--- src/sv/sfp_pkg.sv ---
// ----------------------------------------------------------------------------
// sfp_pkg: shared types and constants of the frame parser
// Payload structs, result codes, frame layout and controller command types.
// ----------------------------------------------------------------------------
package sfp_pkg;

	localparam int WINDOW_BYTES_DEF = 64;
	localparam int MAX_PAYLOAD_DEF  = 32;

	localparam logic [15:0] CRC_POLY = 16'h1021;
	localparam logic [15:0] CRC_INIT = 16'hFFFF;
	localparam int          HDR_BYTES   = 8;
	localparam int          FRAME_EXTRA = 10;

	localparam logic [2:0] RC_NONE    = 3'd0;
	localparam logic [2:0] RC_FRAME   = 3'd1;
	localparam logic [2:0] RC_TIMEOUT = 3'd2;
	localparam logic [2:0] RC_BADLEN  = 3'd3;
	localparam logic [2:0] RC_BADCRC  = 3'd4;
	localparam logic [2:0] RC_PUSHED  = 3'd5;
	localparam logic [2:0] RC_FULL    = 3'd6;

	localparam logic [1:0] REG_MARK0   = 2'd0;
	localparam logic [1:0] REG_MARK1   = 2'd1;
	localparam logic [1:0] REG_TIMEOUT = 2'd2;
	localparam logic [1:0] REG_LIMIT   = 2'd3;

	typedef struct packed {
		logic        operation;
		logic [7:0]  rx_byte;
		logic [31:0] now_ms;
	} in_item_t;

	typedef struct packed {
		logic [2:0]  result_code;
		logic [7:0]  version;
		logic [7:0]  frame_type;
		logic [7:0]  frame_flags;
		logic [15:0] sequence_res;
		logic [5:0]  pay_len;
		logic [7:0]  payload_byte;
		logic        last;
	} out_item_t;

	// controller to datapath commands
	typedef struct packed {
		logic       load;        // capture request fields
		logic       push;        // write byte at tail
		logic       rd;          // read window at offset
		logic [6:0] rd_ofs;      // offset from head (up to 127 unused high)
		logic       drop_one;    // advance head by one
		logic       drop_frame;  // advance head by frame length
		logic       crc_init;
		logic       crc_step;    // fold registered read byte into crc
		logic       cap_len;
		logic       cap_ver;
		logic       cap_type;
		logic       cap_flags;
		logic       cap_seq_lo;
		logic       cap_seq_hi;
		logic       cap_crc_lo;
		logic       cap_crc_hi;
		logic       cap_pay;     // take registered read byte as payload byte
	} dp_cmd_t;

	// datapath status to controller
	typedef struct packed {
		logic [7:0]  rd_data;
		logic [10:0] count;
		logic        stale;
		logic        len_bad;
		logic        crc_ok;
		logic [5:0]  len;
		logic [7:0]  mark0;
		logic [7:0]  mark1;
	} dp_stat_t;

endpackage

--- src/sv/sfp_datapath.sv ---
// ----------------------------------------------------------------------------
// sfp_datapath: ring window, crc unit and captured header fields
// Executes one command set per cycle from the controller.
// ----------------------------------------------------------------------------
module sfp_datapath
	import sfp_pkg::*;
#(
	parameter int WINDOW_BYTES = WINDOW_BYTES_DEF,
	parameter int MAX_PAYLOAD  = MAX_PAYLOAD_DEF
) (
	input  logic        clk,
	input  logic        arst_n,
	input  dp_cmd_t     cmd,
	input  logic [7:0]  rx_byte,
	input  logic [31:0] now_ms,
	input  logic [7:0]  cfg_mark0,
	input  logic [7:0]  cfg_mark1,
	input  logic [15:0] cfg_timeout,
	input  logic [5:0]  cfg_limit,
	output dp_stat_t    stat,
	output logic [7:0]  version,
	output logic [7:0]  frame_type,
	output logic [7:0]  frame_flags,
	output logic [15:0] sequence_res,
	output logic [7:0]  payload_byte
);
	localparam int AW = $clog2(WINDOW_BYTES);
	localparam int CW = $clog2(WINDOW_BYTES + 1);

	logic [7:0]    mem [WINDOW_BYTES];
	logic [AW-1:0] head_q;
	logic [CW-1:0] count_q;
	logic [31:0]   last_time_q;
	logic [7:0]    byte_q;
	logic [31:0]   now_q;
	logic [7:0]    rd_q;
	logic [15:0]   crc_q;
	logic [5:0]    len_q;
	logic [7:0]    crc_lo_q;
	logic [7:0]    crc_hi_q;
	logic [7:0]    ver_q, type_q, flags_q, seq_lo_q, seq_hi_q;
	logic [7:0]    pay_q;
	logic [15:0]   crc_nxt;
	logic [5:0]    limit_eff;
	logic [AW-1:0] tail, rd_addr;
	logic [CW-1:0] flen;

	// ring addressing, wraps for power-of-two and other depths
	function automatic logic [AW-1:0] ring_add(logic [AW-1:0] a, logic [CW:0] b);
		logic [CW+1:0] s;
		s = {{(CW+2-AW){1'b0}}, a} + {1'b0, b};
		if (s >= (CW+2)'(WINDOW_BYTES)) s = s - (CW+2)'(WINDOW_BYTES);
		return s[AW-1:0];
	endfunction

	assign tail    = ring_add(head_q, {1'b0, count_q});
	assign rd_addr = ring_add(head_q, (CW+1)'(cmd.rd_ofs));
	assign flen    = CW'(FRAME_EXTRA) + CW'(len_q);

	// request capture
	always_ff @(posedge clk) begin
		if (cmd.load) begin
			byte_q <= rx_byte;
			now_q  <= now_ms;
		end
	end

	// window memory
	always_ff @(posedge clk) begin
		if (cmd.push) mem[tail] <= byte_q;
		if (cmd.rd) rd_q <= mem[rd_addr];
	end

	// crc, one byte per step
	always_comb begin
		crc_nxt = crc_q ^ {rd_q, 8'h00};
		for (int b = 0; b < 8; b++)
			crc_nxt = crc_nxt[15] ? ((crc_nxt << 1) ^ CRC_POLY) : (crc_nxt << 1);
	end

	// head, count and timestamp
	always_ff @(posedge clk or negedge arst_n) begin
		if (!arst_n) begin
			head_q      <= '0;
			count_q     <= '0;
			last_time_q <= '0;
		end else if (cmd.push) begin
			count_q     <= count_q + CW'(1);
			last_time_q <= now_q;
		end else if (cmd.drop_one) begin
			if (count_q <= CW'(1)) begin
				head_q <= '0; count_q <= '0;
			end else begin
				head_q <= ring_add(head_q, (CW+1)'(1)); count_q <= count_q - CW'(1);
			end
		end else if (cmd.drop_frame) begin
			if (flen >= count_q) begin
				head_q <= '0; count_q <= '0;
			end else begin
				head_q <= ring_add(head_q, {1'b0, flen}); count_q <= count_q - flen;
			end
		end
	end

	// captured fields
	always_ff @(posedge clk) begin
		if (cmd.crc_init) crc_q <= CRC_INIT;
		else if (cmd.crc_step) crc_q <= crc_nxt;
		if (cmd.cap_len)    len_q    <= rd_q[5:0];
		if (cmd.cap_ver)    ver_q    <= rd_q;
		if (cmd.cap_type)   type_q   <= rd_q;
		if (cmd.cap_flags)  flags_q  <= rd_q;
		if (cmd.cap_seq_lo) seq_lo_q <= rd_q;
		if (cmd.cap_seq_hi) seq_hi_q <= rd_q;
		if (cmd.cap_crc_lo) crc_lo_q <= rd_q;
		if (cmd.cap_crc_hi) crc_hi_q <= rd_q;
		if (cmd.load) pay_q <= '0;
		else if (cmd.cap_pay) pay_q <= rd_q;
	end

	assign limit_eff = ({1'b0, cfg_limit} > 7'(MAX_PAYLOAD)) ? 6'(MAX_PAYLOAD) : cfg_limit;

	// status
	always_comb begin
		stat         = '0;
		stat.rd_data = rd_q;
		stat.count   = 11'(count_q);
		stat.stale   = (now_q - last_time_q) >= {16'h0, cfg_timeout};
		stat.len_bad = ({1'b0, rd_q} > {3'b0, limit_eff});
		stat.crc_ok  = ({crc_hi_q, crc_lo_q} == crc_q);
		stat.len     = len_q;
		stat.mark0   = cfg_mark0;
		stat.mark1   = cfg_mark1;
	end

	assign version      = ver_q;
	assign frame_type   = type_q;
	assign frame_flags  = flags_q;
	assign sequence_res = {seq_hi_q, seq_lo_q};
	assign payload_byte = pay_q;

endmodule

--- src/sv/sfp_ctrl.sv ---
// ----------------------------------------------------------------------------
// sfp_ctrl: parser sequencer
// Walks the window one read per step and issues datapath commands and results.
// ----------------------------------------------------------------------------
module sfp_ctrl
	import sfp_pkg::*;
#(
	parameter int WINDOW_BYTES = WINDOW_BYTES_DEF
) (
	input  logic       clk,
	input  logic       arst_n,
	input  logic       in_valid,
	output logic       in_stall,
	input  logic       in_op,
	output logic       out_valid,
	input  logic       out_stall,
	output logic [2:0] out_code,
	output logic       out_frame,
	output logic       out_last,
	output dp_cmd_t    cmd,
	input  dp_stat_t   stat
);
	localparam logic [3:0] S_IDLE  = 4'd0;
	localparam logic [3:0] S_RD0   = 4'd1;
	localparam logic [3:0] S_CK0   = 4'd2;
	localparam logic [3:0] S_CK1   = 4'd3;
	localparam logic [3:0] S_LEN   = 4'd4;
	localparam logic [3:0] S_HRD   = 4'd5;
	localparam logic [3:0] S_CRC   = 4'd6;
	localparam logic [3:0] S_CRCK  = 4'd7;
	localparam logic [3:0] S_PRD   = 4'd8;
	localparam logic [3:0] S_PCAP  = 4'd9;
	localparam logic [3:0] S_OUT   = 4'd10;
	localparam logic [3:0] S_PUSH  = 4'd11;

	logic [3:0] state_q;
	logic [6:0] ofs_q;     // running offset
	logic [6:0] k_q;       // payload index
	logic [2:0] code_q;
	logic       frame_q;
	logic       rlast_q;
	logic [6:0] crc_end;
	logic [6:0] crc_last;
	logic [6:0] flen;
	logic       take;

	assign take     = (state_q == S_IDLE) && in_valid;
	assign crc_end  = 7'(HDR_BYTES) + {1'b0, stat.len};
	assign crc_last = crc_end + 7'd1;
	assign flen     = 7'(FRAME_EXTRA) + {1'b0, stat.len};

	// command decode
	always_comb begin
		cmd        = '0;
		cmd.load   = take;
		cmd.rd_ofs = ofs_q;
		case (state_q)
			S_PUSH: cmd.push = 1'b1;
			S_RD0:  cmd.rd = 1'b1;
			S_CK0: begin
				if (stat.rd_data != stat.mark0) cmd.drop_one = 1'b1;
				else if (stat.count >= 11'd2) begin
					cmd.rd = 1'b1; cmd.rd_ofs = 7'd1;
				end else if (stat.stale) cmd.drop_one = 1'b1;
			end
			S_CK1: begin
				if (stat.rd_data != stat.mark1) cmd.drop_one = 1'b1;
				else if (stat.count >= 11'(HDR_BYTES)) begin
					cmd.rd = 1'b1; cmd.rd_ofs = 7'd7;
				end else if (stat.stale) cmd.drop_one = 1'b1;
			end
			S_LEN: begin
				cmd.cap_len = 1'b1;
				if (stat.len_bad) cmd.drop_one = 1'b1;
			end
			S_HRD: begin
				if (stat.count < 11'(flen)) begin
					if (stat.stale) cmd.drop_one = 1'b1;
				end else begin
					cmd.rd = 1'b1; cmd.rd_ofs = 7'd2; cmd.crc_init = 1'b1;
				end
			end
			S_CRC: begin
				// read of offset ofs_q lands while ofs_q+1 is issued
				cmd.rd         = (ofs_q <= crc_last);
				cmd.crc_step   = ofs_q inside {[7'd3:crc_end]};
				cmd.cap_ver    = (ofs_q == 7'd3);
				cmd.cap_type   = (ofs_q == 7'd4);
				cmd.cap_flags  = (ofs_q == 7'd5);
				cmd.cap_seq_lo = (ofs_q == 7'd6);
				cmd.cap_seq_hi = (ofs_q == 7'd7);
				cmd.cap_crc_lo = (ofs_q == crc_last);
				cmd.cap_crc_hi = (ofs_q == crc_last + 7'd1);
			end
			S_CRCK: if (!stat.crc_ok) cmd.drop_one = 1'b1;
			S_PRD:  cmd.rd = 1'b1;
			S_PCAP: cmd.cap_pay = 1'b1;
			S_OUT: if (!out_stall && rlast_q && frame_q) cmd.drop_frame = 1'b1;
			default: ;
		endcase
	end

	// sequencer
	always_ff @(posedge clk or negedge arst_n) begin
		if (!arst_n) begin
			state_q <= S_IDLE;
			ofs_q   <= '0;
			k_q     <= '0;
			code_q  <= RC_NONE;
			frame_q <= 1'b0;
			rlast_q <= 1'b0;
		end else begin
			case (state_q)
				S_IDLE: if (in_valid) begin
					frame_q <= 1'b0;
					rlast_q <= 1'b1;
					ofs_q   <= '0;
					if (!in_op) begin
						if (stat.count >= 11'(WINDOW_BYTES)) begin
							code_q <= RC_FULL; state_q <= S_OUT;
						end else begin
							code_q <= RC_PUSHED; state_q <= S_PUSH;
						end
					end else if (stat.count == 11'd0) begin
						code_q <= RC_NONE; state_q <= S_OUT;
					end else state_q <= S_RD0;
				end
				S_PUSH: state_q <= S_OUT;
				S_RD0: state_q <= S_CK0;
				S_CK0: begin
					if (stat.rd_data != stat.mark0) begin
						state_q <= (stat.count <= 11'd1) ? S_OUT : S_RD0;
						code_q  <= RC_NONE;
					end else if (stat.count >= 11'd2) state_q <= S_CK1;
					else begin
						code_q <= stat.stale ? RC_TIMEOUT : RC_NONE; state_q <= S_OUT;
					end
				end
				S_CK1: begin
					if (stat.rd_data != stat.mark1) begin
						state_q <= S_RD0; // count stays >= 1 after dropping
					end else if (stat.count >= 11'(HDR_BYTES)) state_q <= S_LEN;
					else begin
						code_q <= stat.stale ? RC_TIMEOUT : RC_NONE; state_q <= S_OUT;
					end
				end
				S_LEN: begin
					if (stat.len_bad) begin
						code_q <= RC_BADLEN; state_q <= S_OUT;
					end else state_q <= S_HRD;
				end
				S_HRD: begin
					if (stat.count < 11'(flen)) begin
						code_q <= stat.stale ? RC_TIMEOUT : RC_NONE; state_q <= S_OUT;
					end else begin
						ofs_q <= 7'd3; state_q <= S_CRC;
					end
				end
				S_CRC: begin
					ofs_q <= ofs_q + 7'd1;
					if (ofs_q == crc_last + 7'd1) state_q <= S_CRCK;
				end
				S_CRCK: begin
					if (!stat.crc_ok) begin
						code_q <= RC_BADCRC; state_q <= S_OUT;
					end else begin
						code_q <= RC_FRAME; frame_q <= 1'b1; k_q <= '0;
						if (stat.len == 6'd0) begin
							rlast_q <= 1'b1; state_q <= S_OUT;
						end else begin
							ofs_q <= 7'(HDR_BYTES); state_q <= S_PRD;
						end
					end
				end
				S_PRD: state_q <= S_PCAP;
				S_PCAP: begin
					rlast_q <= (k_q + 7'd1 == {1'b0, stat.len});
					state_q <= S_OUT;
				end
				S_OUT: if (!out_stall) begin
					if (rlast_q) state_q <= S_IDLE;
					else begin
						k_q <= k_q + 7'd1; ofs_q <= ofs_q + 7'd1; state_q <= S_PRD;
					end
				end
				default: state_q <= S_IDLE;
			endcase
		end
	end

	// handshake and result status
	assign in_stall  = (state_q != S_IDLE);
	assign out_valid = (state_q == S_OUT);
	assign out_code  = code_q;
	assign out_frame = frame_q;
	assign out_last  = rlast_q;

endmodule

--- src/sv/sof_frame_parser_crc16_top.sv ---
// ----------------------------------------------------------------------------
// sof_frame_parser_crc16_top: length-prefixed frame parser with crc-16 check
// Request channel in_*, result channel out_*, register writes on cfg_*.
// One request is handled at a time; in_stall stays high from the accepting
// edge until the last result of that request has been taken.
// A push goes through accept, window write and result and gives one result;
// a push into a full window skips the write. A poll walks the window with one
// registered memory read per step: a byte that fails the first start mark is
// read, checked and dropped, a head byte whose successor fails the second mark
// is dropped once that successor is read and checked, and a complete frame is
// read through to its crc verdict; each payload result is then read, captured
// and output (an empty payload goes straight to its result). The registered window read sets this order.
// Reset empties the window and loads the register defaults. While results are
// stalled the block holds its state and takes no new request.
// ----------------------------------------------------------------------------
module sof_frame_parser_crc16_top
	import sfp_pkg::*;
#(
	parameter int WINDOW_BYTES = WINDOW_BYTES_DEF,
	parameter int MAX_PAYLOAD  = MAX_PAYLOAD_DEF
) (
	input  logic       clk,
	input  logic       arst_n,
	input  logic       in_valid,
	output logic       in_stall,
	input  in_item_t   in_data,
	output logic       out_valid,
	input  logic       out_stall,
	output out_item_t  out_data,
	input  logic       cfg_valid,
	output logic       cfg_ready,
	input  logic [1:0] cfg_index,
	input  logic [15:0] cfg_data
);
	logic [7:0]  mark0_q, mark1_q;
	logic [15:0] timeout_q;
	logic [5:0]  limit_q;
	dp_cmd_t     cmd;
	dp_stat_t    stat;
	logic [2:0]  res_code;
	logic        res_frame;
	logic        res_last;
	logic [7:0]  ver, ftype, fflags, pbyte;
	logic [15:0] seq;

	// configuration registers
	assign cfg_ready = 1'b1;
	always_ff @(posedge clk or negedge arst_n) begin
		if (!arst_n) begin
			mark0_q   <= 8'd170;
			mark1_q   <= 8'd85;
			timeout_q <= 16'd100;
			limit_q   <= 6'd32;
		end else if (cfg_valid) begin
			case (cfg_index)
				REG_MARK0:   mark0_q   <= cfg_data[7:0];
				REG_MARK1:   mark1_q   <= cfg_data[7:0];
				REG_TIMEOUT: timeout_q <= cfg_data;
				REG_LIMIT:   limit_q   <= cfg_data[5:0];
				default: ;
			endcase
		end
	end

	sfp_ctrl #(
		.WINDOW_BYTES(WINDOW_BYTES)
	) u_ctrl (
		.clk       (clk),
		.arst_n    (arst_n),
		.in_valid  (in_valid),
		.in_stall  (in_stall),
		.in_op     (in_data.operation),
		.out_valid (out_valid),
		.out_stall (out_stall),
		.out_code  (res_code),
		.out_frame (res_frame),
		.out_last  (res_last),
		.cmd       (cmd),
		.stat      (stat)
	);

	sfp_datapath #(
		.WINDOW_BYTES(WINDOW_BYTES),
		.MAX_PAYLOAD (MAX_PAYLOAD)
	) u_dp (
		.clk         (clk),
		.arst_n      (arst_n),
		.cmd         (cmd),
		.rx_byte     (in_data.rx_byte),
		.now_ms      (in_data.now_ms),
		.cfg_mark0   (mark0_q),
		.cfg_mark1   (mark1_q),
		.cfg_timeout (timeout_q),
		.cfg_limit   (limit_q),
		.stat        (stat),
		.version     (ver),
		.frame_type  (ftype),
		.frame_flags (fflags),
		.sequence_res(seq),
		.payload_byte(pbyte)
	);

	// results
	always_comb begin
		out_data             = '0;
		out_data.result_code = res_code;
		out_data.last        = res_last;
		if (res_frame) begin
			out_data.version      = ver;
			out_data.frame_type   = ftype;
			out_data.frame_flags  = fflags;
			out_data.sequence_res = seq;
			out_data.pay_len      = stat.len;
			out_data.payload_byte = pbyte;
		end
	end

endmodule
--- config.mk ---
export PLATFORM = sky130hd
export DESIGN_NAME = sof_frame_parser_crc16_top
export DESIGN_NICKNAME = d
export VERILOG_FILES = /design/src/sv/sfp_pkg.sv /design/src/sv/sfp_datapath.sv /design/src/sv/sfp_ctrl.sv /design/src/sv/sof_frame_parser_crc16_top.sv
export SDC_FILE = /design/constraint.sdc
export NUM_CORES = 1
export LEC_CHECK = 0
export ABC_AREA = 1
export BUFFER_PORTS_ARGS = -buffer_cell sky130_fd_sc_hd__buf_2
export CAP_MARGIN = 25
export CORE_MARGIN = 1.5
export CORE_UTILIZATION = 51
export CTS_CLUSTER_DIAMETER = 150
export DETAILED_ROUTE_END_ITERATION = 7
export PLACE_DENSITY = 0.74
export SLEW_MARGIN = 40
export SYNTH_ARGS = -nofsm -noshare
export SYNTH_HDL_FRONTEND = slang
export SYNTH_SLANG_ARGS = --single-unit
--- constraint.sdc ---
create_clock -name clk -period 13.7 [get_ports clk]
set_input_delay 1.37 -clock clk [delete_from_list [all_inputs] [get_ports clk]]
set_output_delay 1.37 -clock clk [all_outputs]
set_load 0.01 [all_outputs]
==> impl_metrics.tcl <==
set metrics [dict create \
    synth_fp_nets 3672 \
    grt_busiest_layer "met2" \
    p_leak_nw 16.4 \
    fin_crit_sh_pct 53.2 \
    crit_chain "inv_1, o21ai_0, xor2_1, inv_1, ha_1, nand2_1, o31ai_1, nand2_1, nand2_1, a21oi_1, fa_4, buf_6, buf_6, o21ai_0, o32ai_1, nand2_1, nand2_1, nor2_1, or3_1, a31oi_1" \
    port_buffers 123 \
    finalHoldViolCount 0 \
    wl_per_cell_microns 18.8 \
    syn_inst 3498 \
    drive_gt1_share_pct 9.88 \
    antenna_found_initial 1 \
    synth_area_leaders "edfxtp_1 52%, nand2_1 7.1%, dfrtp_1 6.6%, nor2_1 5.6%, inv_1 3.9%" \
    grt_util_all_layers_pct 24.0 \
    vias 25510 \
    avgSynthCellArea_sq_um 10.2 \
    min-delay-start "u_dp.payload_byte[4]" \
    async_flop_share_pct 14.1 \
    clk_latency_ps 660 \
    ir_drop_mv 0.255 \
    synth_flop_cell "edfxtp_1" \
    cts_tree "done" \
    initial_core_util_pct 51.8 \
    ys_ff_latch 752 \
    cts-buffers-inserted 78 \
    routed_wl_microns 86400 \
    die_h_microns 268 \
    clock_skew_ps 46.2 \
    power_density_nw_per_um2 234 \
    critical_path_peak_fanout 102 \
    clk_pin_slew_ps 60 \
    post_dp_cell_area_sq_um 37500 \
    htree_levels 3 \
    ys_types 57 \
    clockBufferDepth 3 \
    cp-start-kind "register" \
    netlist.area_leader.share_pct 52.2 \
    path_buf_inv 4 \
    critical-path-slowest-cell "fa_4" \
    finalInstanceArea_sq_um 40100 \
    seq_area_frac_synth_pct 61.0 \
    yosys.area.top_type "edfxtp_1" \
    max_freq_mhz 137 \
    hold_class "reg -> reg" \
    worstSetupPathType "reg -> reg" \
    fin_crit_ps 7290 \
    worst_path_largest_cell_delay_ps 1320 \
    die_width_microns 268 \
    slew_headroom_pct 40.3 \
    setup_viol 0 \
    grtUsageMet2_pct 39.2 \
    crit_path_start "u_dp.len_q[1]" \
    grt_overflow_total 0 \
    grt_pass1_vias 24085 \
    worstPathArrival_ps 7790 \
    grt_util_met3_pct 4.00 \
    antenna_left 0 \
    cap_violations 0 \
    tightest_slew_ps 892 \
    place_congestion 0.950 \
    num_io_pins 125 \
    post-cts-setup-buffer-count 0 \
    dp_hpwl_microns 54600 \
    syn_to_final_growth_pct 12.0 \
    cts_resized 0 \
    critPathCaptureType "register" \
    slew_viol_final 0 \
    nNetsFinal 3778 \
    antenna_cells 0 \
    tns_ps 0 \
    cp_top_family "adder cells" \
    layout_common_cells "673 x nand2_1, 622 x edfxtp_1, 499 x nor2_1" \
    synth_area_sq_um 35800 \
    grt_first_pass_wirelength_microns 134000 \
    synth-edff-count 622 \
    rsz0062_at_grt "no" \
    gr-usage-met1_pct 33.2 \
    detail_route.first_pass.iterations 6 \
    final_common_cell "nand2_1" \
    crit_top_cell "nand2_1" \
    yosysWarningCount 0 \
    core_sq_um 69100 \
    clockRootBuffer "clkbuf_16" \
    viasPerCell 5.55 \
    worst_ep_required_time_ps 14200 \
    drc 0 \
    timing.rr.start "u_dp.len_q[1]" \
    outcome "finished clean" \
    clkSinkCount 752 \
    row_count 96 \
    drt_iter0_drc 2567 \
    cts_hold_buf 0 \
    grt_max_degree 134 \
    die-area_sq_um 71800 \
]
through the flow:
stage                     power [W]  instances  util [%]  hold slack (ps)  setup slack, ps
after floorplan             0.00602       3498         -              441             8870
after global placement      0.00713       4453      54.1              450             6550
after detailed placement    0.00723       4454      54.2              454             6090
after CTS                   0.00935       4595      57.9              464             6050
after global routing         0.0100       4596      58.0              494             5760
final                       0.00939       4596      58.0              465             6410
routing by layer:
layer / up-vias / wire [microns]
met2: 1077 / 40800
met3: 167 / 6760
met5: - / 12
li1: 12197 / -
met1: 12067 / 36600
met4: 2 / 2190
sequential cells by signal (all words and copies together) (netlist names), 16 cells and up:
register          count
u_dp.crc_q           16
u_dp.last_time_q     32
timeout_q            16
u_dp.mem            512
u_dp.now_q           32
where the power goes:
part           internal, W  total (W)  switching (W)  leakage [nW]
Clock              0.00120    0.00210       0.000903          1.22
Sequential         0.00275    0.00287       0.000124          7.09
Combinational      0.00140    0.00442        0.00301          8.09
Total              0.00535    0.00939        0.00404          16.4
kinds of logic (layout without fill, tap and decap cells):
| group | after synthesis | after routing | synth area share (%) |
|---|---|---|---|
| AO/OA/AOI/OAI | 510 | 510 | 8.92 |
| XOR/XNOR | 100 | 100 | 2.47 |
| adder cells (fa/ha/maj) | 110 | 110 | 3.95 |
| buffers and inverters | 512 | 679 | 5.47 |
| flip-flops | 752 | 752 | 61.0 |
| multiplexers | 65 | 65 | 1.82 |
| other | 1 | 1 | 0.0105 |
| AND/OR/NAND/NOR | 1448 | 1448 | 16.4 |
cell usage after synthesis (12+ instances only):
cell        n
a21oi_1    69
buf_1      13
clkbuf_1  108
dfrtp_1    94
dfstp_2    12
dfxtp_1    24
edfxtp_1  622
ha_1      105
inv_1     376
mux2i_1    64
nand2_1   673
nand3_1   133
nand4_1    20
nor2_1    533
nor3_1     22
nor4_1     15
o211ai_1   12
o21ai_0   243
o221ai_1   62
o31ai_1    12
o32ai_1    65
xnor2_1    19
xor2_1     80
path summary, 6_finish.rpt:
kind | slack, ps | depth (start not counted) | end
max | 6410 | 20 | u_dp.rd_q[5]
min | 460 | 2 | u_dp.payload_byte[4]
max reg2reg | 6410 | 20 | u_dp.rd_q[5]
min reg2reg | 460 | 2 | u_dp.payload_byte[4]
max in group asynchronous | 11970 | 2 | timeout_q[9]
min in group asynchronous | 680 | 1 | u_ctrl.ofs_q[3]
tightest hold or removal path, delay by kind of cell (launching register included):
kind	cells	cell delay, ps
AO/OA/AOI/OAI	1	50
flip-flops	1	310
AND/OR/NAND/NOR	1	60
area by class of cell:
type | instances | area, sq um
Clock inverter | 46 | 519
Tap cell | 931 | 1160
Multi-Input combinational cell | 2234 | 12200
Inverter | 380 | 1430
Fill cell | 5647 | 29000
Sequential cell | 752 | 21800
Clock buffer | 95 | 2030
Timing Repair Buffer | 158 | 936
Note: power is estimated with default switching activity, not from simulation.
